<file path="config.mk">
export PLATFORM = sky130hd
export DESIGN_NAME = nor_flash_command_decoder_top
export DESIGN_NICKNAME = d
export VERILOG_FILES = /design/src/rtl/core/nfcd_pkg.sv /design/src/rtl/core/nfcd_decoder.sv /design/src/rtl/core/nor_flash_command_decoder_top.sv
export SDC_FILE = /design/constraint.sdc
export NUM_CORES = 1
export LEC_CHECK = 0
export ABC_AREA = 1
export BUFFER_PORTS_ARGS = -buffer_cell sky130_fd_sc_hd__buf_2
export CELL_PAD_IN_SITES_DETAIL_PLACEMENT = 0
export CELL_PAD_IN_SITES_GLOBAL_PLACEMENT = 2
export CORE_MARGIN = 2
export CORE_UTILIZATION = 31
export CTS_BUF_LIST = sky130_fd_sc_hd__clkbuf_2
export DETAILED_ROUTE_END_ITERATION = 6
export PLACE_DENSITY_LB_ADDON = 0.08
export SYNTH_ARGS = -nofsm -noshare
export SYNTH_HDL_FRONTEND = slang
export SYNTH_HIERARCHICAL = 1
export SYNTH_SLANG_ARGS = --single-unit
</file>
<file path="constraint.sdc">
create_clock -name clock -period 3.6 [get_ports clock]
set_input_delay 0.18 -clock clock [delete_from_list [all_inputs] [get_ports clock]]
set_output_delay 0.18 -clock clock [all_outputs]
set_load 0.1 [all_outputs]
</file>
<file path="src/rtl/core/nfcd_pkg.sv">
// ----------------------------------------------------------------------------
// NOR flash command decoder package
// Shared widths, command codes, event codes and item structs.
// ----------------------------------------------------------------------------
package nfcd_pkg;

   // Address handling.
   localparam int ADDR_W            = 23;
   localparam int DATA_W            = 16;
   localparam int WORD_ADDRESS_BITS = 23;
   localparam int SECTOR_WORD_BITS  = 15;
   localparam int CMD_ADDR_BITS     = 11;

   localparam logic [ADDR_W-1:0] ADDR_MASK =
      ADDR_W'((64'd1 << WORD_ADDRESS_BITS) - 64'd1);

   // Unlock addresses, compared on the low command address bits.
   localparam logic [CMD_ADDR_BITS-1:0] UNLOCK_ADDR_1 = 11'h555;
   localparam logic [CMD_ADDR_BITS-1:0] UNLOCK_ADDR_2 = 11'h2AA;

   // Autoselect ID word addresses.
   localparam logic [ADDR_W-1:0] ID_ADDR_DEVICE   = ADDR_W'(1);
   localparam logic [ADDR_W-1:0] ID_ADDR_EXTENDED = ADDR_W'(14);

   // Command data words.
   localparam logic [DATA_W-1:0] CMD_UNLOCK_1   = 16'h00AA;
   localparam logic [DATA_W-1:0] CMD_UNLOCK_2   = 16'h0055;
   localparam logic [DATA_W-1:0] CMD_AUTOSELECT = 16'h0090;
   localparam logic [DATA_W-1:0] CMD_RESET      = 16'h00F0;
   localparam logic [DATA_W-1:0] CMD_ERASE_SETUP = 16'h0080;
   localparam logic [DATA_W-1:0] CMD_SECTOR_ERASE = 16'h0030;
   localparam logic [DATA_W-1:0] CMD_PROGRAM    = 16'h00A0;

   // Reset values of the ID registers.
   localparam logic [DATA_W-1:0] DEVICE_ID_RESET   = 16'h227E;
   localparam logic [DATA_W-1:0] EXTENDED_ID_RESET = 16'h2221;

   // Configuration register indexes.
   typedef enum logic [0:0] {
      CSR_DEVICE_ID   = 1'b0,
      CSR_EXTENDED_ID = 1'b1
   } csr_index_type;

   // Bus access kinds.
   typedef enum logic [0:0] {
      ACC_READ  = 1'b0,
      ACC_WRITE = 1'b1
   } access_type;

   // Result events.
   typedef enum logic [2:0] {
      EV_ACCEPT     = 3'd0,
      EV_ARRAY_READ = 3'd1,
      EV_ID_READ    = 3'd2,
      EV_PROGRAM    = 3'd3,
      EV_ERASE      = 3'd4,
      EV_RESET      = 3'd5,
      EV_AUTOSELECT = 3'd6,
      EV_ERROR      = 3'd7
   } event_type;

   typedef struct packed {
      access_type        command;
      logic [ADDR_W-1:0] word_address;
      logic [DATA_W-1:0] write_data;
   } req_item_type;

   typedef struct packed {
      event_type         event_res;
      logic [ADDR_W-1:0] target_address;
      logic [DATA_W-1:0] out_data;
   } rsp_item_type;

endpackage

</file>
<file path="src/rtl/core/nfcd_decoder.sv">
// ----------------------------------------------------------------------------
// NOR flash command decoder core
// Decodes one registered bus access into one event and updates the
// command sequence state when the word moves on to the result register.
// ----------------------------------------------------------------------------
module nfcd_decoder (
   input  logic                  clock,
   input  logic                  reset,
   input  logic                  advance,
   input  nfcd_pkg::req_item_type item,
   input  logic [15:0]           device_id,
   input  logic [15:0]           extended_id,
   output nfcd_pkg::rsp_item_type result
);
   import nfcd_pkg::*;

   typedef enum logic [2:0] {
      ST_IDLE         = 3'd0,
      ST_AA_SEEN      = 3'd1,
      ST_UNLOCKED     = 3'd2,
      ST_PROG_PENDING = 3'd3,
      ST_ERASE_SETUP  = 3'd4,
      ST_ERASE_AA     = 3'd5,
      ST_ERASE_55     = 3'd6
   } step_type;

   step_type step_ff, step_in;
   logic     autosel_ff, autosel_in;

   logic [ADDR_W-1:0]        addr;
   logic [CMD_ADDR_BITS-1:0] low;
   logic                     at555, at2aa;
   logic [DATA_W-1:0]        data;

   assign addr  = item.word_address & ADDR_MASK;
   assign low   = addr[CMD_ADDR_BITS-1:0];
   assign at555 = (low == UNLOCK_ADDR_1);
   assign at2aa = (low == UNLOCK_ADDR_2);
   assign data  = item.write_data;

   // Next state and result for the current access.
   always_comb begin
      step_in               = step_ff;
      autosel_in            = autosel_ff;
      result.event_res      = EV_ERROR;
      result.target_address = '0;
      result.out_data       = '0;

      if (item.command == ACC_READ) begin
         // Reads never move the command sequence.
         result.target_address = addr;
         if (autosel_ff) begin
            result.event_res = EV_ID_READ;
            if (addr == ID_ADDR_DEVICE) begin
               result.out_data = device_id;
            end else if (addr == ID_ADDR_EXTENDED) begin
               result.out_data = extended_id;
            end
         end else begin
            result.event_res = EV_ARRAY_READ;
         end
      end else if (data == CMD_RESET) begin
         step_in          = ST_IDLE;
         autosel_in       = 1'b0;
         result.event_res = EV_RESET;
      end else begin
         // Anything not matched below is an out of sequence write.
         step_in = ST_IDLE;
         case (step_ff)
            ST_AA_SEEN: begin
               if (data == CMD_UNLOCK_2 && at2aa) begin
                  step_in          = ST_UNLOCKED;
                  result.event_res = EV_ACCEPT;
               end
            end
            ST_UNLOCKED: begin
               if (at555 && data == CMD_AUTOSELECT) begin
                  autosel_in       = 1'b1;
                  result.event_res = EV_AUTOSELECT;
               end else if (at555 && data == CMD_PROGRAM) begin
                  step_in          = ST_PROG_PENDING;
                  result.event_res = EV_ACCEPT;
               end else if (at555 && data == CMD_ERASE_SETUP) begin
                  step_in          = ST_ERASE_SETUP;
                  result.event_res = EV_ACCEPT;
               end
            end
            ST_PROG_PENDING: begin
               result.event_res      = EV_PROGRAM;
               result.target_address = addr;
               result.out_data       = data;
            end
            ST_ERASE_SETUP: begin
               if (data == CMD_UNLOCK_1 && at555) begin
                  step_in          = ST_ERASE_AA;
                  result.event_res = EV_ACCEPT;
               end
            end
            ST_ERASE_AA: begin
               if (data == CMD_UNLOCK_2 && at2aa) begin
                  step_in          = ST_ERASE_55;
                  result.event_res = EV_ACCEPT;
               end
            end
            ST_ERASE_55: begin
               if (data == CMD_SECTOR_ERASE) begin
                  result.event_res      = EV_ERASE;
                  result.target_address = addr >> SECTOR_WORD_BITS;
               end
            end
            default: begin
               if (data == CMD_UNLOCK_1 && at555) begin
                  step_in          = ST_AA_SEEN;
                  result.event_res = EV_ACCEPT;
               end
            end
         endcase
      end
   end

   // Sequence state commits only when the access is handed on.
   always_ff @(posedge clock) begin
      if (reset) begin
         step_ff    <= ST_IDLE;
         autosel_ff <= 1'b0;
      end else if (advance) begin
         step_ff    <= step_in;
         autosel_ff <= autosel_in;
      end
   end

endmodule

</file>
<file path="src/rtl/core/nor_flash_command_decoder_top.sv">
// ----------------------------------------------------------------------------
// NOR flash command decoder top level
// Input word register, command decoder and result register with handshakes.
// ----------------------------------------------------------------------------
// An accepted word waits in the input register; its result is registered in the result register for rsp_.
// Throughput: one word per cycle; the input register and the result register
// form a two-stage pipeline that stalls only when rsp_tready is held low.
// Reset (synchronous, active high) empties both stages, returns the command
// sequence to idle with autoselect off, and loads the default ID words.
module nor_flash_command_decoder_top (
   input  logic        clock,
   input  logic        reset,
   // Request stream.
   input  logic        req_tvalid,
   output logic        req_tready,
   input  logic [39:0] req_tdata,   // word_address[22:0], write_data[38:23], zero pad
   input  logic [0:0]  req_tuser,   // command[0]
   // Result stream.
   output logic        rsp_tvalid,
   input  logic        rsp_tready,
   output logic [39:0] rsp_tdata,   // target_address[22:0], out_data[38:23], zero pad
   output logic [2:0]  rsp_tuser,   // event_res[2:0]
   // Configuration writes.
   input  logic        csr_we,
   input  nfcd_pkg::csr_index_type csr_index,
   input  logic [15:0] csr_wdata
);
   import nfcd_pkg::*;

   logic         in_valid_ff;
   req_item_type in_item_ff;
   logic         out_valid_ff;
   rsp_item_type out_item_ff;
   rsp_item_type decoded;
   logic         advance;
   logic [15:0]  device_id_ff;
   logic [15:0]  extended_id_ff;

   // The input stage moves on whenever the result register is free or drains.
   assign advance    = in_valid_ff && (!out_valid_ff || rsp_tready);
   assign req_tready = !in_valid_ff || advance;

   // Input word register.
   always_ff @(posedge clock) begin
      if (reset) begin
         in_valid_ff <= 1'b0;
      end else if (req_tready) begin
         in_valid_ff <= req_tvalid;
      end
   end

   always_ff @(posedge clock) begin
      if (req_tready && req_tvalid) begin
         in_item_ff.command      <= access_type'(req_tuser[0]);
         in_item_ff.word_address <= req_tdata[ADDR_W-1:0];
         in_item_ff.write_data   <= req_tdata[ADDR_W+DATA_W-1:ADDR_W];
      end
   end

   nfcd_decoder u_decoder (
      .clock       (clock),
      .reset       (reset),
      .advance     (advance),
      .item        (in_item_ff),
      .device_id   (device_id_ff),
      .extended_id (extended_id_ff),
      .result      (decoded)
   );

   // Result register.
   always_ff @(posedge clock) begin
      if (reset) begin
         out_valid_ff <= 1'b0;
      end else if (advance) begin
         out_valid_ff <= 1'b1;
      end else if (rsp_tready) begin
         out_valid_ff <= 1'b0;
      end
   end

   always_ff @(posedge clock) begin
      if (advance) begin
         out_item_ff <= decoded;
      end
   end

   assign rsp_tvalid = out_valid_ff;
   assign rsp_tuser  = out_item_ff.event_res;
   assign rsp_tdata  = {1'b0, out_item_ff.out_data, out_item_ff.target_address};

   // ID registers.
   always_ff @(posedge clock) begin
      if (reset) begin
         device_id_ff   <= DEVICE_ID_RESET;
         extended_id_ff <= EXTENDED_ID_RESET;
      end else if (csr_we) begin
         case (csr_index)
            CSR_DEVICE_ID:   device_id_ff   <= csr_wdata;
            CSR_EXTENDED_ID: extended_id_ff <= csr_wdata;
            default: begin
            end
         endcase
      end
   end

   // The pad bit of the request word carries nothing.
   logic unused_pad;
   assign unused_pad = req_tdata[39];

endmodule
</file>
Word level (Yosys, flattened, before mapping):

Cells that the tools add are included.

* bits in registers: 120
* input bits: 63
* output and inout bits: 45
* logic and storage cells: 80

* equal/unequal tests: 17
* multiplexer cells: 30
* bitwise operators: 1
* reductions and logical operators: 20

Operators with widths (count)
* equality test 16 x 8 -> 1 bit, second input constant: 5
* 2-to-1 mux 16 bit: 4
* case mux 23 bit (2 select lines): 1
* 2-to-1 mux 42 bit: 1
* 2-to-1 mux 39 bit: 1
* 2-to-1 mux 3 bit: 12
* 2-to-1 mux 25 bit: 1
* equality test 23 x 1 -> 1 bit, second input constant: 1
* equality test 23 x 4 -> 1 bit, second input constant: 1
* equality test 16 x 6 -> 1 bit, second input constant: 1
* equality test 16 x 7 -> 1 bit, second input constant: 1
* case mux 3 bit (5 select lines): 1
* case mux 3 bit (4 select lines): 1
* equality test 11 x 10 -> 1 bit, second input constant: 1
* equality test 11 bit, second input constant: 1
* equality test 3 bit, second input constant: 3
* logical AND 1 bit: 7
* equality test 3 x 2 -> 1 bit, second input constant: 2
* 2-to-1 mux 1 bit: 6
* AND reduction 2 bit: 3
* nonzero test 2 bit: 3
* 2-to-1 mux 2 bit: 2
* AND reduction 4 bit: 1
* OR reduction 2 bit: 2
* 4 further kinds: 6

Depth between registers and ports, before layout:

* word-level depth: 8
* mapped depth: 10
* depth with buffers taken out: 10

By module:

The synthesis kept the hierarchy.

Modules (own cells, without submodules)
* nor_flash_command_decoder_top: times used 1, cells each 255, area each 3796.1 µm², sequential area each 3143.0 µm²
* nfcd_decoder: times used 1, cells each 351, area each 1647.8 µm², sequential area each 80.1 µm²

Worst setup path before layout:

OpenSTA, ideal clock, no wires.

* path kind: reg-to-reg
* start point: register out_valid_ff (netlist: rsp_tvalid)
* end point: register u_decoder.autosel_ff
* setup time: 0.080 ns
* arrival time: 3.863 ns
* data required time: 3.520 ns
* path slack: -0.343 ns
* stages on the path, launching flop included: 7
* path buffers: 0
* period minus slack after synthesis: 3.943 ns
* cells stage by stage: dfxtp_1 > a21oi_1 > nand2_1 > inv_1 > nand4_1 > nand2_1 > nor3b_1

* word-level cells in the longest chain between the ends: 4

RTL lines
* start, declared: line nor_flash_command_decoder_top.sv:32 `logic out_valid_ff;`
* start signal, assigned: line nor_flash_command_decoder_top.sv:73 `out_valid_ff <= 1'b0;`
* start signal, assigned: line nor_flash_command_decoder_top.sv:75 `out_valid_ff <= 1'b1;`
* start signal, assigned: line nor_flash_command_decoder_top.sv:77 `out_valid_ff <= 1'b0;`
* zero test 1 bit: line nor_flash_command_decoder_top.sv:40 `assign advance = in_valid_ff && (!out_valid_ff || rsp_tready);`
* logical OR 1 bit: line nor_flash_command_decoder_top.sv:40
* logical AND 1 bit: line nor_flash_command_decoder_top.sv:40
* named net advance: line nor_flash_command_decoder_top.sv:35 `logic advance;`
* AND reduction 4 bit (no line)
* end signal, assigned: line nfcd_decoder.sv:128 `autosel_ff <= autosel_in;`
* end, declared: line nfcd_decoder.sv:28 `logic autosel_ff, autosel_in;`

The timed path passes the listed nets, and every way through them passes these cells.
A chain may end at the register's enable or synchronous reset.

==> results.json <==
{
  "outcome": "completed",
  "numPortBuffers": 105,
  "clock.fmax_ghz": 0.423,
  "cts_tree": "built",
  "rsz0062_at_grt": "no",
  "crit_family": "simple AND/OR/NAND/NOR gates",
  "whs_ps": 103,
  "critPathLaunch": "in_item_ff[24]",
  "cts_sinks": 120,
  "ys_warn_count": 6,
  "area_delta_synth_final_pct": 29.7,
  "ys_ff_latch": 120,
  "h-tree-depth": 4,
  "antenna_found_initial": 1,
  "hp-start": "rsp_tready",
  "cts_resized": 0,
  "critical_path_class": "flip-flop to flip-flop",
  "hold_viol_final": 0,
  "leakage_uw": 0.00306,
  "cts-root-buf": "clkbuf_2",
  "track_usage_pct": 16.8,
  "drtIter0Drc": 221,
  "chipWidth_um": 137,
  "path_cells": "inv_1, nand4_2, nor2_4, buf_4, nand3_2, o21ai_0, nand2_1, nand2_1",
  "hpwl_um": 10300,
  "timing.rr.end": "rsp_tdata[30]",
  "path_buf_inv": 2,
  "peakVddDrop_mv": 0.159,
  "arrival_ps": 2910,
  "slew_headroom_pct": 33.7,
  "cp_data_required_time_ps": 4140,
  "worstMarginPinSlew_ps": 993,
  "worst_path_max_delay_cell": "o21ai_0",
  "critPathLaunchType": "flip-flop",
  "synth_area_mm2": 0.00544,
  "clock_path_buffers": 2,
  "netlist_instances": 606,
  "min_to": "u_decoder/step_ff[2]",
  "hold_path_depth": 6,
  "drt_first_pass_iters": 7,
  "crit_fanout": 17,
  "vias_per_cell": 4.43,
  "ys_seq_area_share_pct": 59.2,
  "yosysUniqueCellTypes": 31,
  "drive_gt1_share_pct": 21.4,
  "drt_wl_total_um": 14900,
  "maxSlewViolCount": 0,
  "grt_max_degree": 44,
  "gr-total-overflow": 0,
  "cts_setup_buffers": 0,
  "postSynthNetCount": 669,
  "r2r_slack_ps": 1230,
  "drtAntennaViolNets": 0,
  "maxCapViolations": 0,
  "post-route-period-util_pct": 65.7,
  "start_util_pct": 31.6,
  "drcViolationCount": 0,
  "cp_slowest_stage_delay_ps": 530,
  "fillers": 1777,
  "hp-class": "input pin to flip-flop",
  "tns_ps": 0,
  "fin_nets": 850,
  "clk_latency_ps": 680,
  "setup_violations": 0,
  "grt_pass1_vias": 4484,
  "final_common_cell": "nand2_1",
  "die-area_mm2": 0.0186,
  "coreArea_mm2": 0.0172,
  "globalplace.congestion": 0.783,
  "worstReg2RegStart": "in_item_ff[24]",
  "period_needed_ps": 2370,
  "clkSlewWorstSetupHoldPaths_ps": 180,
  "end_kind": "flip-flop",
  "power_density_mw_per_mm2": 400,
  "boundaryPins": 108,
  "cts_made_buffers": 17,
  "synth.avg_cell_area_um2": 8.98,
  "crit_top_cell": "nand2_1",
  "die_h_um": 137,
  "reg2regPathDepth": 8,
  "rows": 48,
  "skew_ps": 27.1,
  "via_count": 4545,
  "grt_pass1_wl_um": 23300,
  "wl_per_cell_um": 14.5,
  "mostFrequentLayoutCells": "nand2_1 (143), buf_2 (105), nor2_1 (94)"
}
## worst max-delay path by stage
stage | to | cells past startpoint
6_report | rsp_tdata[30] | 8
5_1_grt | rsp_tdata[30] | 8
4_1_cts | rsp_tdata[30] | 8
3_5_place_dp | rsp_tdata[30] | 8
3_3_place_gp | rsp_tdata[30] | 8
2_1_floorplan | in_item_ff[0] | 3
## what timing repair did
item,4_1_cts,5_1_grt
endpoints found under the hold margin,78,0
endpoints found under the setup margin,0,0
hold buffers,71,0
## worst register-to-register path, delay by kind of cell, from the launching register on
kind | cells | cell delay (ps)
and+or+nand+nor | 5 | 830
buffers and inverters | 2 | 420
AOI/OAI and AO/OA | 1 | 540
DFF | 1 | 450
## report_power, final
part / internal (uW) / leakage, uW / total [uW] / switching (uW)
sequential: 1550 / 0.00111 / 1590 / 37.4
clock: 309 / 0.000143 / 818 / 509
combinational: 129 / 0.00181 / 422 / 293
total: 1990 / 0.00306 / 2830 / 839
## sequential cells by signal, summed over array words and instances (netlist names)
name,cells
rsp_tdata,39
in_valid_ff,1
rsp_tuser,3
u_decoder/autosel_ff,1
u_decoder/step_ff,3
rsp_tvalid,1
extended_id_ff,16
in_item_ff,40
device_id_ff,16
## synthesized netlist by cell type
library cell	count	area, um2
conb_1	1	3.75
o21ai_0	21	105
nor3_2	1	10.0
nor3_1	3	15.0
inv_1	72	270
a21oi_2	1	8.76
inv_6	1	8.76
nand4_1	6	37.5
inv_2	9	33.8
nor2_4	4	45.0
dfxtp_1	38	761
buf_12	1	20.0
nor2_2	4	25.0
a21oi_1	10	50.1
o21ai_1	17	85.1
buf_4	5	37.5
nand3_2	3	30.0
buf_2	4	20.0
nor2_1	95	357
edfxtp_1	82	2460
nor3_4	2	32.5
nand3_4	1	17.5
and2_1	1	6.26
nand2_4	1	11.3
nand3_1	68	340
nand2_1	143	537
nor3b_1	1	7.51
clkbuf_1	2	7.51
nand2_2	1	6.26
buf_6	6	67.6
nand4_2	2	25.0
## final cells by class
class / count / area (um2) / share of cell area, %
flip-flops and latches: 120 / 3220 / 45.6
well taps: 225 / 282 / 3.99
clock buffers: 19 / 95.1 / 1.35
inverters: 82 / 313 / 4.43
clock inverters: 13 / 113 / 1.59
repair buffers: 180 / 1270 / 17.9
diodes: 1 / 2.50 / 0.0354
multi-input cells: 386 / 1770 / 25.0
## metrics by stage
stage	cell area, um2	cells	power (uW)	util [%]	setup slack, ps
6_report	7060	1026	2830	41.0	1230
5_1_grt	7060	1026	2970	41.0	1090
4_1_cts	7060	1025	2870	41.0	1170
3_5_place_dp	6140	922	1980	35.6	1200
3_3_place_gp	6140	922	1980	35.6	1220
2_1_floorplan	5450	606	1890	-	385
## kinds of logic after synthesis
family / Yosys count / share of synthesized area (%)
simple gates: 336 / 27.6
flops: 120 / 59.2
buf+inv: 100 / 8.55
compound gates: 49 / 4.57
other cells: 1 / 0.0689
## layer usage
| metal | wire length [um] | global-route usage [%] |
|---|---|---|
| met5 | 0 | 0 |
| met4 | 159 | 5.38 |
| met1 | 7300 | 22.8 |
| met3 | 640 | 3.67 |
| met2 | 6820 | 26.8 |
No activity file was read; power rests on OpenSTA's default activity.
